## src/rtl/ulf_pkg.sv

```systemverilog
// ----------------------------------------------------------------------------
// ulf_pkg: shared types and functions of the UTF-8 Latin folding block
// Holds the open-sequence state, the letter group types, the lead byte
// classifier and the code point to plain letter table.
// ----------------------------------------------------------------------------
package ulf_pkg;

    localparam int unsigned LetterW = 7;
    localparam int unsigned MaxLetters = 4;
    localparam int unsigned CodeW = 21;

    typedef struct packed {
        logic [7:0]  lead;
        logic        valid;
        logic [1:0]  seen;
        logic [17:0] accum;
    } t_seq;

    typedef struct packed {
        logic [1:0]         count;
        logic [LetterW-1:0] first;
        logic [LetterW-1:0] second;
    } t_fold;

    typedef logic [LetterW-1:0] t_letter;

    typedef struct packed {
        logic [2:0] count;
        t_letter [MaxLetters-1:0] slot;
    } t_group;

    function automatic logic [1:0] lead_need(input logic [7:0] b);
        logic [1:0] n;
        n = 2'd0;
        if (b[7:5] == 3'b110) begin
            n = 2'd1;
        end else if (b[7:4] == 4'b1110) begin
            n = 2'd2;
        end else if (b[7:3] == 5'b11110) begin
            n = 2'd3;
        end
        return n;
    endfunction

    function automatic t_fold one(input logic [7:0] c);
        t_fold r;
        r.count  = 2'd1;
        r.first  = c[6:0];
        r.second = '0;
        return r;
    endfunction

    function automatic t_fold two(input logic [7:0] c1, input logic [7:0] c2);
        t_fold r;
        r.count  = 2'd2;
        r.first  = c1[6:0];
        r.second = c2[6:0];
        return r;
    endfunction

    // Maps one code point to zero, one or two plain letters.
    function automatic t_fold fold_code(input logic [CodeW-1:0] code);
        t_fold r;
        logic [6:0] c;
        r = '0;
        c = code[6:0];
        if (code < CodeW'(9'h080)) begin
            if ((c >= 7'h30 && c <= 7'h39) || (c >= 7'h61 && c <= 7'h7A)) begin
                r = one({1'b0, c});
            end else if (c >= 7'h41 && c <= 7'h5A) begin
                r = one({1'b0, c | 7'h20});
            end
        end else if (code < CodeW'(9'h180)) begin
            case (code[8:0]) inside
                [9'h0C0:9'h0C5]: r = one("a");
                9'h0C6:          r = two("a", "e");
                9'h0C7:          r = one("c");
                [9'h0C8:9'h0CB]: r = one("e");
                [9'h0CC:9'h0CF]: r = one("i");
                9'h0D0:          r = one("d");
                9'h0D1:          r = one("n");
                [9'h0D2:9'h0D6]: r = one("o");
                9'h0D8:          r = one("o");
                [9'h0D9:9'h0DC]: r = one("u");
                9'h0DD:          r = one("y");
                9'h0DF:          r = two("s", "s");
                [9'h0E0:9'h0E5]: r = one("a");
                9'h0E6:          r = two("a", "e");
                9'h0E7:          r = one("c");
                [9'h0E8:9'h0EB]: r = one("e");
                [9'h0EC:9'h0EF]: r = one("i");
                9'h0F0:          r = one("d");
                9'h0F1:          r = one("n");
                [9'h0F2:9'h0F6]: r = one("o");
                9'h0F8:          r = one("o");
                [9'h0F9:9'h0FC]: r = one("u");
                9'h0FD:          r = one("y");
                9'h0FF:          r = one("y");
                [9'h100:9'h105]: r = one("a");
                [9'h106:9'h10D]: r = one("c");
                [9'h10E:9'h111]: r = one("d");
                [9'h112:9'h11B]: r = one("e");
                [9'h11C:9'h123]: r = one("g");
                [9'h124:9'h127]: r = one("h");
                [9'h128:9'h131]: r = one("i");
                [9'h132:9'h133]: r = two("i", "j");
                [9'h134:9'h135]: r = one("j");
                [9'h136:9'h138]: r = one("k");
                [9'h139:9'h142]: r = one("l");
                [9'h143:9'h14B]: r = one("n");
                [9'h14C:9'h151]: r = one("o");
                [9'h152:9'h153]: r = two("o", "e");
                [9'h154:9'h159]: r = one("r");
                [9'h15A:9'h161]: r = one("s");
                [9'h162:9'h167]: r = one("t");
                [9'h168:9'h173]: r = one("u");
                [9'h174:9'h175]: r = one("w");
                [9'h176:9'h178]: r = one("y");
                [9'h179:9'h17E]: r = one("z");
                9'h17F:          r = one("s");
                default:         r = '0;
            endcase
        end
        return r;
    endfunction

endpackage

```

## src/rtl/ulf_decode.sv

```systemverilog
// ----------------------------------------------------------------------------
// ulf_decode: one step of the UTF-8 decoder and letter folder
// From the open-sequence state and one text byte, computes the next state
// and the group of up to four letters that the byte releases.
// ----------------------------------------------------------------------------
module ulf_decode
    import ulf_pkg::*;
(
    input  t_seq       i_seq,
    input  logic [7:0] i_byte,
    input  logic       i_eot,
    output t_seq       o_seq,
    output t_group     o_group
);

    logic              is_cont;
    logic              fresh;
    logic [1:0]        need;
    logic [1:0]        seen_n;
    logic [17:0]       acc_n;
    logic [CodeW-1:0]  code;
    t_fold             fa;
    t_fold             fb;

    always_comb begin
        is_cont = (i_byte[7:6] == 2'b10);
        need    = lead_need(i_seq.lead);
        acc_n   = {i_seq.accum[11:0], i_byte[5:0]};
        seen_n  = i_seq.seen + 2'd1;
        code    = '0;
        fresh   = 1'b1;
        fa      = '0;
        fb      = '0;
        o_seq   = i_seq;

        if (i_seq.valid) begin
            if (is_cont) begin
                fresh       = 1'b0;
                o_seq.accum = acc_n;
                o_seq.seen  = seen_n;
                if (seen_n >= need) begin
                    case (need)
                        2'd1:    code = {10'd0, i_seq.lead[4:0], acc_n[5:0]};
                        2'd2:    code = {5'd0, i_seq.lead[3:0], acc_n[11:0]};
                        default: code = {i_seq.lead[2:0], acc_n};
                    endcase
                    o_seq = '0;
                    fa    = fold_code(code);
                end else if (i_eot) begin
                    o_seq = '0;
                    fa    = fold_code({13'd0, i_seq.lead});
                end
            end else begin
                o_seq = '0;
                fa    = fold_code({13'd0, i_seq.lead});
            end
        end

        if (fresh) begin
            if (lead_need(i_byte) != 2'd0 && !i_eot) begin
                o_seq.lead  = i_byte;
                o_seq.valid = 1'b1;
                o_seq.seen  = 2'd0;
                o_seq.accum = '0;
            end else begin
                fb = fold_code({13'd0, i_byte});
            end
        end
    end

    // The flushed lead's letters come first, then those of the new byte.
    always_comb begin
        o_group.count   = {1'b0, fa.count} + {1'b0, fb.count};
        o_group.slot[3] = fb.second;
        case (fa.count)
            2'd0: begin
                o_group.slot[0] = fb.first;
                o_group.slot[1] = fb.second;
                o_group.slot[2] = '0;
            end
            2'd1: begin
                o_group.slot[0] = fa.first;
                o_group.slot[1] = fb.first;
                o_group.slot[2] = fb.second;
            end
            default: begin
                o_group.slot[0] = fa.first;
                o_group.slot[1] = fa.second;
                o_group.slot[2] = fb.first;
            end
        endcase
    end

endmodule

```

## src/rtl/utf8_latin_fold.sv

```systemverilog
// ----------------------------------------------------------------------------
// utf8_latin_fold: UTF-8 text to a folded Latin search key
// Takes one text byte per beat on the input channel and gives one key
// letter per beat on the output channel, each marked with last_of_run and
// text_done. Both channels use valid and ready.
// A byte is held in an input register, then decoded and its letters
// loaded into a four-letter result register that drives the output.
// Throughput is one byte per cycle while each byte yields at most one
// letter and the receiver is ready. A byte that yields several letters
// holds the result register until its last letter is taken, one letter
// per output beat, and the input waits meanwhile; bytes that yield
// nothing pass at one per cycle.
// When the receiver stalls, the current letter holds, the result register
// keeps its group, and the input register fills and then drops ready.
// Reset clears the input register's valid flag, the result register's
// count and the open UTF-8 sequence; the block takes a byte in the first
// cycle after reset.
// ----------------------------------------------------------------------------
module utf8_latin_fold
    import ulf_pkg::*;
(
    input  logic         i_clk,
    input  logic         i_rst_n,
    input  logic         i_in_valid,
    output logic         o_in_ready,
    input  logic [7:0]   i_text_byte,
    input  logic         i_end_of_text,
    output logic         o_out_valid,
    input  logic         i_out_ready,
    output logic [6:0]   o_letter,
    output logic         o_last_of_run,
    output logic         o_text_done
);

    logic         r_in_valid;
    logic [7:0]   r_byte;
    logic         r_eot;
    t_seq         r_seq;
    t_seq         n_seq;
    t_group       n_group;
    logic [2:0]   r_cnt;
    logic [1:0]   r_idx;
    t_letter [MaxLetters-1:0] r_slot;
    logic         r_out_eot;
    logic         last;
    logic         can_load;
    logic         advance;

    ulf_decode u_decode (
        .i_seq   (r_seq),
        .i_byte  (r_byte),
        .i_eot   (r_eot),
        .o_seq   (n_seq),
        .o_group (n_group)
    );

    assign last       = ({1'b0, r_idx} + 3'd1) == r_cnt;
    assign can_load   = (r_cnt == 3'd0) || (i_out_ready && last);
    assign advance    = r_in_valid && can_load;
    assign o_in_ready = !r_in_valid || can_load;

    assign o_out_valid   = (r_cnt != 3'd0);
    assign o_letter      = r_slot[r_idx];
    assign o_last_of_run = last;
    assign o_text_done   = r_out_eot;

    always_ff @(posedge i_clk) begin
        if (!i_rst_n) begin
            r_in_valid <= 1'b0;
        end else if (o_in_ready) begin
            r_in_valid <= i_in_valid;
        end
    end

    always_ff @(posedge i_clk) begin
        if (o_in_ready && i_in_valid) begin
            r_byte <= i_text_byte;
            r_eot  <= i_end_of_text;
        end
    end

    always_ff @(posedge i_clk) begin
        if (!i_rst_n) begin
            r_seq <= '0;
        end else if (advance) begin
            r_seq <= n_seq;
        end
    end

    always_ff @(posedge i_clk) begin
        if (!i_rst_n) begin
            r_cnt <= 3'd0;
            r_idx <= 2'd0;
        end else if (advance) begin
            r_cnt <= n_group.count;
            r_idx <= 2'd0;
        end else if (o_out_valid && i_out_ready) begin
            if (last) begin
                r_cnt <= 3'd0;
                r_idx <= 2'd0;
            end else begin
                r_idx <= r_idx + 2'd1;
            end
        end
    end

    always_ff @(posedge i_clk) begin
        if (advance) begin
            r_slot    <= n_group.slot;
            r_out_eot <= r_eot;
        end
    end

endmodule
```

## config.mk

```make
export PLATFORM = sky130hd
export DESIGN_NAME = utf8_latin_fold
export DESIGN_NICKNAME = d
export VERILOG_FILES = /design/src/rtl/ulf_pkg.sv /design/src/rtl/ulf_decode.sv /design/src/rtl/utf8_latin_fold.sv
export SDC_FILE = /design/constraint.sdc
export NUM_CORES = 1
export LEC_CHECK = 0
export BUFFER_PORTS_ARGS = -buffer_cell sky130_fd_sc_hd__buf_2
export CORE_MARGIN = 2
export CORE_UTILIZATION = 38
export CTS_BUF_LIST = sky130_fd_sc_hd__clkbuf_16
export DETAILED_ROUTE_END_ITERATION = 16
export SYNTH_ARGS = -nofsm -noshare
export SYNTH_HDL_FRONTEND = slang
export SYNTH_SLANG_ARGS = --single-unit
```

## constraint.sdc

```tcl
create_clock -name i_clk -period 3.65 [get_ports i_clk]
set_input_delay 0.365 -clock i_clk [delete_from_list [all_inputs] [get_ports i_clk]]
set_output_delay 0.365 -clock i_clk [all_outputs]
set_load 0.02 [all_outputs]
```

==> results of run 1 <==
## cell families after synthesis
group           after synthesis
fa+ha+maj                     6
buf+inv                      84
xor+xnor                      9
compound gates              215
flops                        63
simple gates                278
mux                          30
## sequential cells by signal, summed over array words and instances (netlist names)
name,flops
r_seq,23
o_text_done,1
r_eot,1
r_in_valid,1
r_byte,8
r_cnt,3
r_slot,24
r_idx,2
## cells in the mapped netlist (6+ instances only)
cell	number
mux4_2	6
inv_1	19
edfxtp_1	34
a211oi_1	10
o22ai_1	14
nor2b_1	25
nand3_1	27
nor4_1	13
mux2i_1	14
nand2_1	55
a21oi_1	35
and2_1	11
clkbuf_1	39
a31oi_1	10
nand4_1	14
nor3b_1	8
and3_1	8
buf_1	8
or3_1	8
o21ai_0	41
a22o_1	13
nor3_1	21
dfxtp_1	29
o211ai_1	7
buf_2	14
nand3b_1	11
mux2_2	8
nor2_1	41
nand2b_1	16
a22oi_1	10
a21o_1	9
## worst min-delay path by stage
stage                               from        end  slack (ns)  cells past startpoint
after global routing      i_text_byte[7]  r_byte[7]        0.19                      1
after CTS                 i_text_byte[5]  r_byte[5]        0.18                      1
after detailed placement        r_seq[9]   r_seq[9]        0.47                      1
after floorplan                 r_seq[8]   r_seq[8]        0.44                      1
after global placement         r_seq[11]  r_seq[11]        0.47                      1
final                     i_text_byte[4]  r_byte[4]        0.19                      1
## per-stage QoR
step,setup WS (ns),hold WS [ns],util,power [mW]
2_1_floorplan,0.00690,0.442,-,1.00
3_3_place_gp,0.258,0.468,0.429,1.11
3_5_place_dp,0.0982,0.467,0.429,1.11
4_1_cts,0.0823,0.183,0.449,1.97
5_1_grt,0.00572,0.186,0.450,2.03
6_report,0.162,0.195,0.450,1.96
## worst max-delay path, cell delays in order (launching register included)
cell      delay, ns
dfxtp_1        0.40
buf_12         0.20
a21boi_0       0.15
o21ai_0        0.10
a221oi_1       0.61
o32ai_1        0.25
a2bb2o_1       0.34
a31oi_4        0.21
o21ai_4        0.08
inv_1          0.07
ha_1           0.13
inv_1          0.05
fa_1           0.43
nor3b_1        0.21
a21oi_1        0.06
nor2b_1        0.12
## routing by layer
| layer | GRT usage | vias to the layer above |
|---|---|---|
| met3 | 0.0466 | 47 |
| li1 | - | 2685 |
| met2 | 0.393 | 210 |
| met5 | 0 | - |
| met4 | 0.101 | 0 |
| met1 | 0.330 | 2778 |
## repair_timing
action                     in CTS  in global routing
setup endpoints to repair       0                  2
hold buffers                    0                  0
gates resized for setup         0                  6
## final cells by class
| cell class | instances | share of cell area |
|---|---|---|
| multi-input cells | 538 | 0.560 |
| repair buffers | 83 | 0.103 |
| clock buffers | 9 | 0.0346 |
| inverters | 19 | 0.0109 |
| clock inverters | 7 | 0.0104 |
| well taps | 184 | 0.0353 |
| flip-flops and latches | 63 | 0.246 |
## report_power, final
group          switching, mW  total (mW)  internal (mW)  leakage, nW
sequential            0.0200       0.796          0.776        0.557
clock                  0.328       0.852          0.524        0.148
combinational          0.194       0.308          0.114         1.69
total                  0.543        1.96           1.41         2.39
==> metrics.txt, run 1 <==
total CTS buffers 9; Compound-Gate Fraction of Synth Area 0.277; Routed wire per std cell 21.3 um; clock buffer depth 2; crit path DAT 3.77 ns; VDD IR max 180 uV; post-detail-place hpwl 14,400 um; gr usage total 0.247; Post-Layout Cell Count 903; worst-path fanout max 23; Critical Path End r_cnt[1]; Placed Area 6210 um^2; CTS Sinks 63; post-route ant nets 0; met1 WL 8530 um; worst-skew pair later-pin latency 0.34 ns; postcts setup bufs 0; core area 14,500 um^2; R2R Setup Slk 0.16 ns; crit path kind reg -> reg; post-synth top area share 0.183; Fin Clk Skew 0.00766 ns; run status finished, final reports clean; sequential cell area 1600 um^2; Seq/Total Area, Yosys 0.286; H-tree level count 3; Period Utilization, post-route 0.956; # port buffers 23; Worst Setup End Kind flop; 1st-iter DRT viols 624; Die Footprint 15,700 um^2; largest family of logic cells by synthesized area compound AO/OA/AOI/OAI gates; via count 5,720; met3 WL 1040 um; share of cells above drive strength 1 0.191; Worst slew margin 0.281; crit path time final 3.49 ns; CTS Root Cell clkbuf_16; I/O pins 24; number of global-route vias before repair 5,391; Reg-to-Reg End r_cnt[1]; final setup fails 0; # Max-Cap Violations 0; Netlist cell types 84; gr ovfl total 0; DRC 0; TNS Setup 0 ns; Syn Area/Cell 8.16 um^2; cells on worst reg2reg path 15; post-synthesis mux area share 0.0721; FF+latch count, synth 63; design area 6520 um^2; simple-gate share of the synthesized area 0.273; FMAX 287 MHz; Routed Wire Length 19,200 um; Initial Util 0.386; commonest non-fill, non-tap cells in the layout nand2_1, buf_4, o21ai_0, nor2_1, a21oi_1; dominant cells by area after synthesis edfxtp_1, dfxtp_1, nand2_1; drt pass-1 iters 5; GP Congestion 0.950; met2 WL 8940 um; first-pass GRT wire length 30,700 um; Inst Count DP 887; Synthesized Nets 703; power per standard cell area 300 nW/um^2; Synth Area in Adders 0.0143; Syn Std Cell Area 5590 um^2; commonest non-fill, non-tap cell in the layout nand2_1; Yosys Warn Count 0; n_diodes 0; Die H 125 um; critical path required time 3.93 ns; crit path launch type flop; Chip Width 125 um; initial antenna violation count 0; HP Class in -> reg; FILL cells 1,445; RSZ-0062 raised after global routing no; row count 44; leakage power 2.39 nW; drt via density 6.33; largest net degree at the start of global routing 46; Nets 732; Async SR Flop Fraction 0; TritonCTS clock tree yes; pin slew with the least headroom to its limit 1.05 ns; Synth Area in XOR/XNOR 0.0141; post-synth top area cell edfxtp_1; Fin. Hold Viols 0; Gate Count Post-Synth 685; RR Startpoint r_seq[21]; most used flip-flop cell after synthesis edfxtp_1; Area growth, synth to finish 16.6%; Post-synth EDFFs 34; clock slew at reported path FFs 0.05 ns; Final Max Slew Viols 0; top sig layer met4; CP startpoint r_seq[21]; Multi-input gate area 3650 um^2
Power figures use the tool's default switching activity.
==> run 2, diff against run 1 <==
--- a/config.mk
+++ b/config.mk
@@ -8,8 +8,9 @@
 export BUFFER_PORTS_ARGS = -buffer_cell sky130_fd_sc_hd__buf_2
 export CORE_MARGIN = 2
 export CORE_UTILIZATION = 38
-export CTS_BUF_LIST = sky130_fd_sc_hd__clkbuf_16
+export CTS_CLUSTER_DIAMETER = 150
 export DETAILED_ROUTE_END_ITERATION = 16
+export GPL_TIMING_DRIVEN = 0
 export SYNTH_ARGS = -nofsm -noshare
 export SYNTH_HDL_FRONTEND = slang
 export SYNTH_SLANG_ARGS = --single-unit
==> run 2 against run 1 <==
  * Via count up 5.5%
  * Critical endpoint unchanged
  * Largest power group is now sequential cells
  * Clock power shrank 9.3%
  * The run now ends with setup timing left
  * Count of clock-buffer cells in the layout rose by 1
  * Fmax shrank 5.5%
  * Register-to-register slack worse by 0.20 ns
  * Global-route usage rose by 1.9 points
  * Setup slack got worse by 0.20 ns
  * Non-clock buffer count rose by 18
  * Power decreased by 3.3%
  * Utilization rose by 0.73 points
  * Combinational power is 6.8% higher
==> metrics.txt, run 2 (synthesis results as in run 1) <==
Final Max Slew Viols 0 (unchanged); 1st-iter DRT viols 783 (was 624); Period Utilization, post-route 1.01 (was 0.956); WHS Endpoint r_byte[2] (was r_byte[4]); total CTS buffers 9 (unchanged); leakage power 2.36 nW (was 2.39 nW); H-tree level count 3 (unchanged); Largest regs r_slot (24), r_seq (23), r_byte (8) (unchanged); design area 6620 um^2 (was 6520 um^2); max reg flops 24 (unchanged); Int Power 1.33 mW (was 1.41 mW); run status complete, but fails checks (was finished, final reports clean); TNS Setup -0.0392 ns (was 0 ns); TritonCTS clock tree yes (unchanged); via count 6,032 (was 5,720); commonest non-fill, non-tap cell in the layout nand2_1 (unchanged); most used cell, CP inv_2 (was inv_1); crit path time final 3.69 ns (was 3.49 ns); critical path's slowest cell dfxtp_1 (was a221oi_1); FMAX 271 MHz (was 287 MHz); Nets 751 (was 732); I/O pins 24 (unchanged); Net Sw Frac 0.296 (was 0.277); Routed Wire Length 21,600 um (was 19,200 um); largest net degree at the start of global routing 31 (was 46); Chip Width 125 um (unchanged); worst-path fanout max 10 (was 23); gr usage total 0.266 (was 0.247); post-detail-place hpwl 15,800 um (was 14,400 um); post-route ant nets 0 (unchanged); FILL cells 1,446 (was 1,445); gr ovfl total 0 (unchanged); crit path launch type flop (unchanged); first-pass GRT wire length 32,500 um (was 30,700 um); clock buffer depth 2 (unchanged); CTS Sinks 63 (unchanged); n_diodes 0 (unchanged); clock slew at reported path FFs 0.05 ns (about the same); cts-stage hold buffer count 0 (unchanged); CTS Root Cell clkbuf_16 (unchanged); failing checks setup timing; Area growth, synth to finish 18.5% (was 16.6%); worst-skew pair later-pin latency 0.35 ns (was 0.34 ns); Sw Pwr 559 uW (was 543 uW); VDD IR max 194 uV (was 180 uV); Worst slew margin 0.302 (was 0.281); Slowest Stage Delay on Critical Path 0.45 ns (was 0.61 ns); Initial Util 0.386 (unchanged); crit path DAT 3.97 ns (was 3.77 ns); R2R Setup Slk -0.04 ns (was 0.16 ns); Final Power 1.89 mW (was 1.96 mW); drt via density 6.54 (was 6.33); pin slew with the least headroom to its limit 1.04 ns (was 1.05 ns); Die Footprint 15,700 um^2 (unchanged); Worst Setup End Kind flop (unchanged); RSZ-0062 raised after global routing yes (was no); cells on worst reg2reg path 16 (was 15); drt pass-1 iters 5 (unchanged); Fin. Hold Viols 0 (unchanged); largest register by flop count r_slot (unchanged); Reg-to-Reg End r_cnt[1] (unchanged); power share of the combinational group 0.174 (was 0.158); row count 44 (unchanged); initial antenna violation count 0 (unchanged); Seq pwr share 0.417 (was 0.407); number of global-route vias before repair 5,497 (was 5,391); Routed wire per std cell 23.4 um (was 21.3 um); crit-path cells buf_2 > clkbuf_2 > inv_1 > o221ai_1 > o211ai_1 > o32ai_2 > a2bb2o_4 > a31oi_4 > o21ai_4 > inv_2 > ha_2 > inv_2 > fa_1 > nor3b_2 > a21oi_1 > nor2b_1 (was buf_12 > a21boi_0 > o21ai_0 > a221oi_1 > o32ai_1 > a2bb2o_1 > a31oi_4 > o21ai_4 > inv_1 > ha_1 > inv_1 > fa_1 > nor3b_1 > a21oi_1 > nor2b_1); share of cells above drive strength 1 0.220 (was 0.191); GP Congestion 1.01 (was 0.950); Die H 125 um (unchanged); RR Startpoint r_seq[23] (was r_seq[21]); Worst Setup Slack, final -0.0392 ns (was 0.162 ns); crit path kind reg -> reg (unchanged); Hold Startpoint i_text_byte[2] (was i_text_byte[4]); core area 14,500 um^2 (unchanged); Worst Hold Path Cells 1 (unchanged); # Max-Cap Violations 0 (unchanged); commonest non-fill, non-tap cells in the layout nand2_1, o21ai_0, nor2_1 (was nand2_1, buf_4, o21ai_0, nor2_1, a21oi_1); pre-CTS WS -0.797 ns (was 0.0982 ns); DRC 0 (unchanged); # port buffers 23 (unchanged); critical path required time 3.93 ns (about the same); HP Class in -> reg (unchanged); Fin Clk Skew 0.00648 ns (was 0.00766 ns); Placed Area 5940 um^2 (was 6210 um^2); Clock Power Share 0.409 (was 0.436); final setup fails 1 (was 0); power per standard cell area 286 nW/um^2 (was 300 nW/um^2)
run 2: cell count changes in the layout (fill, tap and decap cells not counted), moves of 4 or more:
cell,delta
a21oi_1,-4
a21oi_2,+4
buf_12,-6
buf_2,+14
buf_4,-36
buf_6,+7
clkbuf_1,+18
clkbuf_2,+13
clkinv_1,+4
inv_1,-6
nor3b_1,-4
run 2: area by class of cell:
cell class,count,area [um^2],area share
multi-input cells,538,3820,0.577
flip-flops and latches,63,1600,0.242
plain buffers,62,368,0.0555
repair buffers,39,264,0.0399
well taps,184,230,0.0348
clock buffers,10,229,0.0346
inverters,19,75.1,0.0113
clock inverters,6,27.5,0.00416
repair inverters,1,5.00,0.000756
run 2: critical path: cells and delay by family (launching register included):
kind	cells	cell delay (ns)
compound gates	7	1.40
fa+ha+maj	2	0.58
buf+inv	5	0.82
flops	1	0.45
simple gates	2	0.36
run 2: metal layers:
metal | vias to the layer above | track usage | part of all wire | wire (um)
met2 | 376 | 0.422 | 0.45 | 9750
met3 | 72 | 0.0496 | 0.090 | 1950
met5 | - | 0 | 0 | 0
li1 | 2722 | - | - | -
met1 | 2862 | 0.361 | 0.42 | 9030
met4 | 0 | 0.101 | 0.039 | 852
run 2: power groups by stage:
stage	clock network, mW	logic, mW	registers, mW
floorplan	0	0.201	0.799
global placement	0	0.300	0.802
detailed placement	0	0.298	0.804
CTS	0.779	0.311	0.789
global route	0.809	0.349	0.792
finish	0.773	0.329	0.789
run 2: worst max path at each step:
stage          startpoint       end  cells past startpoint
4_1_cts         r_seq[26]  r_cnt[1]                     17
3_3_place_gp    r_seq[28]  r_cnt[1]                     19
6_report        r_seq[23]  r_cnt[1]                     16
3_5_place_dp    r_seq[28]  r_cnt[1]                     19
2_1_floorplan   r_seq[24]  r_cnt[1]                     20
5_1_grt         r_seq[24]  r_cnt[1]                     21
run 2: repair_timing:
action	4_1_cts	5_1_grt
hold endpoints to repair	0	0
pin swaps	5	10
endpoints found under the setup margin	33	16
setup buffers	7	9
cloned	0	1
resized for setup	47	50
run 2: stage by stage:
step            util  hold WS [ns]  std cells
6_report       0.457         0.190        922
5_1_grt        0.457         0.185        922
4_1_cts        0.442         0.183        914
3_5_place_dp   0.410         0.470        892
3_3_place_gp   0.410         0.467        892
2_1_floorplan      -         0.442        685
==> run 3, diff against run 2 <==
--- a/config.mk
+++ b/config.mk
@@ -13,4 +13,5 @@
 export GPL_TIMING_DRIVEN = 0
 export SYNTH_ARGS = -nofsm -noshare
 export SYNTH_HDL_FRONTEND = slang
+export SYNTH_HIERARCHICAL = 1
 export SYNTH_SLANG_ARGS = --single-unit
==> run 3 against run 2 <==
  * The run still ends with setup timing left
  * Fmax increased by 0.69%
  * Sequential power increased by 7.1%
  * Die area increased by 10%
  * Register-to-register slack improved by 0.03 ns
  * Largest power group is now clock
  * Highest routed layer unchanged
==> metrics.txt, run 3 <==
run status complete, but fails checks (unchanged); failing checks setup timing (unchanged); Synthesized Nets 803 (was 703); commonest non-fill, non-tap cell in the layout nand2_1 (unchanged); Slowest Stage Delay on Critical Path 0.46 ns (was 0.45 ns); Post-Layout Cell Count 1,046 (was 922); Fin. Hold Viols 0 (unchanged); Gate Count Post-Synth 786 (was 685); Final Power 2.17 mW (was 1.89 mW); total CTS buffers 9 (unchanged); Period Utilization, post-route 1.00 (was 1.01); Largest regs r_slot (28), r_seq (23), r_byte (8) (was r_slot (24), r_seq (23), r_byte (8)); drt via density 6.22 (was 6.54); crit path DAT 3.89 ns (was 3.97 ns); Chip Width 132 um (was 125 um); drt pass-1 iters 8 (was 5); critical path's slowest cell edfxtp_1 (was dfxtp_1); GP Congestion 0.991 (was 1.01); Routed wire per std cell 20.6 um (was 23.4 um); Worst Setup Slack, final -0.0137 ns (was -0.0392 ns); Area growth, synth to finish 15.9% (was 18.5%); most used cell, CP buf_2 (was inv_2); leakage power 2.56 nW (was 2.36 nW); CTS Sinks 67 (was 63); CTS Root Cell clkbuf_16 (unchanged); post-detail-place hpwl 15,900 um (was 15,800 um); Worst slew margin 0.421 (was 0.302); Hold Slack 0.194 ns (was 0.190 ns); Nets 842 (was 751); clock buffer depth 2 (unchanged); DRC 0 (unchanged); number of global-route vias before repair 6,020 (was 5,497); crit path kind reg -> reg (unchanged); gr usage total 0.244 (was 0.266); WP buf/inv 3 (was 5); RSZ-0062 raised after global routing yes (unchanged); Die Footprint 17,300 um^2 (was 15,700 um^2); Syn Std Cell Area 6190 um^2 (was 5590 um^2); FMAX 273 MHz (was 271 MHz); max reg flops 28 (was 24); Worst Setup End Kind flop (unchanged); n_diodes 0 (unchanged); # port buffers 23 (unchanged); worst-path fanout max 10 (unchanged); first-pass GRT wire length 33,700 um (was 32,500 um); Initial Util 0.390 (was 0.386); delay-heaviest family, CP compound AO/OA/AOI/OAI gates (unchanged); largest net degree at the start of global routing 39 (was 31); largest register by flop count r_slot (unchanged); VDD IR max 217 uV (was 194 uV); H-tree level count 3 (unchanged); critical path required time 3.88 ns (was 3.93 ns); Fin Clk Skew 0.00842 ns (was 0.00648 ns); clock slew at reported path FFs 0.06 ns (was 0.05 ns); Yosys Warn Count 6 (was 0); cts-stage hold buffer count 0 (unchanged); 1st-iter DRT viols 966 (was 783); row count 46 (was 44); Routed Wire Length 21,600 um (about the same); post-route ant nets 0 (unchanged); Die H 132 um (was 125 um); worst-skew pair later-pin latency 0.34 ns (was 0.35 ns); gr ovfl total 0 (unchanged); Syn Area/Cell 7.88 um^2 (was 8.16 um^2); I/O pins 24 (unchanged); core area 15,900 um^2 (was 14,500 um^2); Final Max Slew Viols 0 (unchanged); # Max-Cap Violations 0 (unchanged); share of cells above drive strength 1 0.190 (was 0.220); crit path launch type flop (unchanged); crit-path cells buf_2 > buf_2 > nor3_2 > o21ai_0 > a32oi_2 > and4bb_2 > a32oi_4 > o21ai_4 > buf_4 > nor2_1 > fa_1 > and2_1 > a32o_1 (was buf_2 > clkbuf_2 > inv_1 > o221ai_1 > o211ai_1 > o32ai_2 > a2bb2o_4 > a31oi_4 > o21ai_4 > inv_2 > ha_2 > inv_2 > fa_1 > nor3b_2 > a21oi_1 > nor2b_1); power per standard cell area 302 nW/um^2 (was 286 nW/um^2); commonest non-fill, non-tap cells in the layout nand2_1, nor2_1, a21oi_1 (was nand2_1, o21ai_0, nor2_1); TritonCTS clock tree yes (unchanged); pin slew with the least headroom to its limit 0.862 ns (was 1.04 ns); via count 6,503 (was 6,032); crit path time final 3.66 ns (was 3.69 ns); HP Class in -> reg (unchanged); initial antenna violation count 0 (unchanged); Inst Count DP 1,026 (was 892); final setup fails 1 (unchanged)
## run 3: layout make-up
type,count,area [um^2]
multi-input combinational,624,4200
fill,1623,8710
clock buffer,14,295
sequential,67,1720
buffer,76,422
tap,216,270
clock inverter,2,38.8
inverter,18,73.8
timing repair buffer,29,160
## run 3: worst register-to-register path, cell delays in order (launching register included)
cell and delay (ns):
edfxtp_1 0.46, buf_2 0.22, buf_2 0.22, nor3_2 0.35, o21ai_0 0.16, a32oi_2 0.27, and4bb_2 0.30, a32oi_4 0.29
o21ai_4 0.11, buf_4 0.19, nor2_1 0.14, fa_1 0.46, and2_1 0.16, a32o_1 0.20
## run 3: per-stage QoR
stage                util  setup slack, ns  setup TNS [ns]  cell area [um^2]
finish              0.452          -0.0137         -0.0137              7180
CTS                 0.445         0.000651               0              7070
floorplan               -           0.0419               0              6210
global route        0.452           -0.110          -0.110              7180
detailed placement  0.415           -0.680           -1.15              6600
global placement    0.415           -0.682           -1.34              6590
## run 3: path summary, 6_finish.rpt
kind	startpoint	cells past startpoint	to	slack, ns
worst max-delay path	r_byte[4]	13	r_cnt[1]	-0.01
worst min-delay path	i_text_byte[1]	1	r_byte[1]	0.19
worst max register to register	r_byte[4]	13	r_cnt[1]	-0.01
worst min register to register	r_seq[26]	2	r_seq[26]	0.46
## run 3: repair_timing
action                     CTS  global route
cloned                       0             0
gates resized for setup     38            26
pin swaps                    1             3
setup buffers                4             1
setup endpoints to repair    7             4
## run 3: power breakdown
group          leakage [nW]  total (mW)  internal (mW)  switching (mW)
clock network         0.164       0.963          0.628           0.335
registers             0.594       0.845          0.830          0.0151
logic                  1.81       0.357          0.116           0.241
## run 3: per-layer routing
layer / global-route usage / wire length, um / up-vias
met3: 0.0494 / 1850 / 84
met5: 0 / 0 / -
met1: 0.338 / 9420 / 2996
met2: 0.373 / 9440 / 407
li1: - / - / 3016
met4: 0.0942 / 842 / 0
